**src/rtl/ilst_pkg.sv**
```systemverilog
// ----------------------------------------------------------------------------
// ilst_pkg
// Types and codes shared by the indexed list core, its cells and channels.
// ----------------------------------------------------------------------------
package ilst_pkg;

    typedef enum logic [2:0] {
        CMD_INSERT = 3'd0,
        CMD_DELETE = 3'd1,
        CMD_WRITE  = 3'd2,
        CMD_READ   = 3'd3,
        CMD_FIND   = 3'd4,
        CMD_EJECT  = 3'd5,
        CMD_FILTER = 3'd6,
        CMD_CLEAR  = 3'd7
    } cmd_t;

    typedef enum logic [1:0] {
        ST_OK        = 2'd0,
        ST_REJECT    = 2'd1,
        ST_NOT_FOUND = 2'd2
    } status_t;

    typedef enum logic [1:0] {
        OP_NOP = 2'd0,
        OP_INS = 2'd1,
        OP_DEL = 2'd2,
        OP_WR  = 2'd3
    } cell_op_t;

    typedef struct packed {
        logic [15:0]        id;
        logic signed [15:0] power;
        logic               stable;
        logic [15:0]        tag;
    } entry_t;

    typedef struct packed {
        cmd_t               cmd;
        logic [3:0]         position;
        logic [15:0]        entry_id;
        logic signed [15:0] entry_power;
        logic               entry_stable;
        logic [15:0]        entry_tag;
        logic signed [15:0] min_power;
    } req_t;

    typedef struct packed {
        status_t            status;
        logic [3:0]         out_position;
        logic [15:0]        out_id;
        logic signed [15:0] out_power;
        logic               out_stable;
        logic [15:0]        out_tag;
        logic [4:0]         list_count;
        logic               last;
    } rsp_t;

    // only the first matches of a scan get a result of their own
    localparam int unsigned MaxReported = 16;

endpackage

```
**src/rtl/ilst_cell.sv**
```systemverilog
// ----------------------------------------------------------------------------
// ilst_cell
// One list slot: holds an entry, takes the write data at its position, and takes from a neighbor on shift commands.
// ----------------------------------------------------------------------------
module ilst_cell #(
    parameter int IDX = 0,
    parameter int CW  = 6
) (
    input  logic              clk,
    input  logic              rst_n,
    input  ilst_pkg::cell_op_t op,
    input  logic [CW-1:0]     pos,
    input  logic [CW-1:0]     len,
    input  ilst_pkg::entry_t  wdata,
    input  ilst_pkg::entry_t  left,
    input  ilst_pkg::entry_t  right,
    output ilst_pkg::entry_t  q
);
    import ilst_pkg::*;

    localparam logic [CW-1:0] MyIdx   = CW'(IDX);
    localparam logic [CW-1:0] NextIdx = CW'(IDX + 1);

    entry_t data_reg;
    entry_t data_next;

    always_comb
    begin
        data_next = data_reg;
        unique case (op)
            OP_INS:
            begin
                if (MyIdx == pos)
                begin
                    data_next = wdata;
                end
                else if (MyIdx > pos && MyIdx <= len)
                begin
                    data_next = left;
                end
            end
            OP_DEL:
            begin
                if (MyIdx >= pos && NextIdx < len)
                begin
                    data_next = right;
                end
            end
            OP_WR:
            begin
                if (MyIdx == pos)
                begin
                    data_next = wdata;
                end
            end
            default:
            begin
                data_next = data_reg;
            end
        endcase
    end

    always_ff @(posedge clk or negedge rst_n)
    begin
        if (!rst_n)
        begin
            data_reg <= '0;
        end
        else
        begin
            data_reg <= data_next;
        end
    end

    assign q = data_reg;

endmodule

```
**config.mk**
```make
export PLATFORM = sky130hd
export DESIGN_NAME = ilst_cell
export DESIGN_NICKNAME = d
export VERILOG_FILES = /design/src/rtl/ilst_pkg.sv /design/src/rtl/ilst_cell.sv
export SDC_FILE = /design/constraint.sdc
export NUM_CORES = 1
export LEC_CHECK = 0
export BUFFER_PORTS_ARGS = -buffer_cell sky130_fd_sc_hd__buf_4
export CORE_MARGIN = 3
export CORE_UTILIZATION = 35
export DETAILED_ROUTE_END_ITERATION = 10
export PLACE_DENSITY = 0.87
export SLEW_MARGIN = 10
export SYNTH_ARGS = -nofsm -noshare
export SYNTH_HDL_FRONTEND = slang
export SYNTH_SLANG_ARGS = --single-unit
export TNS_END_PERCENT = 50
```
**constraint.sdc**
```tcl
create_clock -name clk -period 1.1 [get_ports clk]
set_input_delay 0.22 -clock clk [delete_from_list [all_inputs] [get_ports clk]]
set_output_delay 0.22 -clock clk [all_outputs]
set_load 0.005 [all_outputs]
```
==> results.md <==
* Slew Viols, Final at 0
* Nets at roughly 560
* IR drop worst, VDD at between 0.0006 and 0.0007 V
* Mapped cell area at approximately 2400 µm²
* DR WL/cell at between 10 and 15 µm
* Full die area at 7850 µm²
* Most frequent CP cell: buf_6
* Vias in the first global route at between 2,000 and 2,500
* Iter 0 DRT Violations at 56
* Post-DRT Antenna Nets at 0
* Placed Area at between 3000 and 4000 µm²
* #FFs+latches synth at between 40 and 50
* Post-Syn Instances at roughly 220
* Initial Util at 36.8%
* Final clock skew at 0 ps
* Crit start category: primary input
* Die Y-Extent at between 80 and 90 µm
* Worst Setup End Kind: flip-flop
* CTS tree: yes
* Syn-to-layout area delta at 73.0%
* Top cells by area, synth: dfrtp_1, mux2i_1, nand2_1
* Largest register FFs at slightly below 50
* Initial antenna violation count at 0
* Predominant post-synthesis flop cell: dfrtp_1
* Asr flop ratio synth at 100%
* Layout filler cell count at 524
* Post-DP HPWL at between 5 and 6 mm
* Vias at 2,317
* Cell Pwr Density at ~1200 nW/µm²
* Synth warn at 0
* Final hold viol count at 0
* Syn nets at about 390
* Clock Latency Late Sink at ~290 ps
* Slew headroom at between 70 and 80%
* Post-synth top area cell: dfrtp_1
* GP Congestion at about 0.75
* Crit Path Max Fanout at 5
* Slowest stage delay, CP at around 540 ps
* CTS Buf Count at 5
* Commonest non-fill, non-tap cell in the layout: buf_4
* Required time of the critical path at between 1000 and 1500 ps
* ANT cells at 0
* Post-Syn Area per Cell at 10.7 µm²
* PnR Total Power at roughly 5.1 mW
* Layout cells sized above 1 at about 54%
* Post-synth top area share at between 50% and 60%
* Failing checks: negative setup slack
* Critical Path AT at about 1600 ps
* Largest net degree at the start of global routing at between 50 and 60
* Crit-path cells: buf_6 -> or4_4 -> o2111ai_4 -> buf_6 -> buf_12 -> clkbuf_16 -> o21ai_2
* Global-route wire length before repair at 10.3 mm
* DRC at 0
* EDFF count, synth at 0
* Worst min path class: primary input to flip-flop
* Minimum clock period at approximately 1400 ps
* First-pass DRT Iterations at 4
* Num rows at 29
* Synth cell types at 23
* # setup viols final at 49
* Status: finished, violations left
* Fin area at 4130 µm²
* Remaining global-route overflow at 0
* Final period util at 127%
* Peak Freq at roughly 700 MHz
* Sink Count at 49
* Seq/Total Area, Yosys at between 50% and 60%
* Clock Root Buffer: clkbuf_8
* Final wirelength at slightly above 7 mm
* H-Tree Level Count at 2
* Worst setup margin at -299 ps
* RSZ-0062 raised after global routing: true
* Setup TNS at -12,580 ps
* I/O Pins at about 210
* Core area at approximately 6500 µm²
* Max Cap Viol at 0
* Gr usage total at 16.9%
* Clock Path Buffers at 2
* Worst slew pin tran at around 330 ps
* Leakage power total at ~2.1 nW
* Die X at slightly below 90 µm
* Fin Hold WS at about 200 ps
* Most frequent cells in the layout: buf_4, dfrtp_1, mux2i_1, nand2_1, o21ai_1
* Via density at 4.85
* Slowest stage cell, crit path: or4_4
* WS Path Type: primary input to flip-flop
* IO buf count at ~160
* Clock slew at reported path FFs at roughly 90 ps
[cells by family (layout without fill, tap and decap cells)]
| logic type | count (synthesis) | count (layout) | synth area share (%) |
|---|---|---|---|
| AOI/OAI and AO/OA | 53 | 53 | 14.1 |
| buffers and inverters | 18 | 196 | 4.66 |
| DFF | 49 | 49 | 51.3 |
| muxes | 48 | 48 | 20.1 |
| and+or+nand+nor | 55 | 55 | 9.74 |
[power by group]
group / switching, mW / internal (mW) / total, mW
Sequential: 0.192 / 2.12 / 2.31
Combinational: 0.553 / 0.919 / 1.47
Clock: 0.557 / 0.741 / 1.30
Total: 1.30 / 3.78 / 5.08
[layout make-up]
class                           instances  area [µm²]  area share, %
Clock buffer                            7        86.3           2.09
Timing Repair Buffer                  186        1600           38.7
Clock inverter                          1        30.0          0.727
Multi-Input combinational cell        156        1090           26.3
Inverter                                2        7.51          0.182
Sequential cell                        49        1230           29.7
Tap cell                               77        96.3           2.33
[cells in the mapped netlist, types with 2 or more instances]
cell type / number
o21ai_0: 18
clkbuf_1: 3
o21ai_1: 20
dfrtp_1: 49
nand2_1: 48
mux2i_1: 48
inv_1: 2
buf_6: 4
buf_2: 7
o21ai_2: 10
or2_2: 2
[per-stage QoR]
step / utilization [%] / cells / setup WS [ps]
6_report: 63.6 / 478 / -299
5_1_grt: 63.6 / 478 / -323
4_1_cts: 60.8 / 469 / -261
3_5_place_dp: 58.2 / 459 / -607
3_3_place_gp: 58.2 / 459 / -539
2_1_floorplan: - / 223 / -368
[worst max-delay path: cells and delay by family]
| family | cells | cell delay [ps] |
|---|---|---|
| simple gates | 1 | 540 |
| buf+inv | 4 | 520 |
| compound gates | 2 | 300 |
[path summary, 6_finish.rpt]
check / cells after the start / slack (ps) / startpoint / endpoint
max: 7 / -300 / op[0] / q[1]$_DFFE_PN0P_
max reg2reg: 1 / 450 / q[21]$_DFFE_PN0P_ / q[21]$_DFFE_PN0P_
min: 3 / 200 / wdata[29] / q[29]$_DFFE_PN0P_
max in group asynchronous: 3 / 440 / rst_n / q[47]$_DFFE_PN0P_
min in group asynchronous: 3 / 420 / rst_n / q[36]$_DFFE_PN0P_
min reg2reg: 2 / 480 / q[7]$_DFFE_PN0P_ / q[7]$_DFFE_PN0P_
[per-layer routing]
metal	track usage (%)	vias to the layer above	wire length, µm
met2	31.8	110	3820
li1	-	1126	-
met4	6.73	0	159
met1	18.0	1066	2620
met3	4.19	15	490
met5	0	-	0
[timing repair]
| action | 4_1_cts | 5_1_grt |
|---|---|---|
| gates resized for setup | 14 | 18 |
| endpoints found under the hold margin | 49 | 0 |
| pin swaps | 2 | 3 |
| cloned | 1 | 5 |
| hold buffers | 1 | 0 |
| setup endpoints to repair | 49 | 49 |
| buffers inserted | 0 | 4 |
Power figures use the tool's default switching activity.
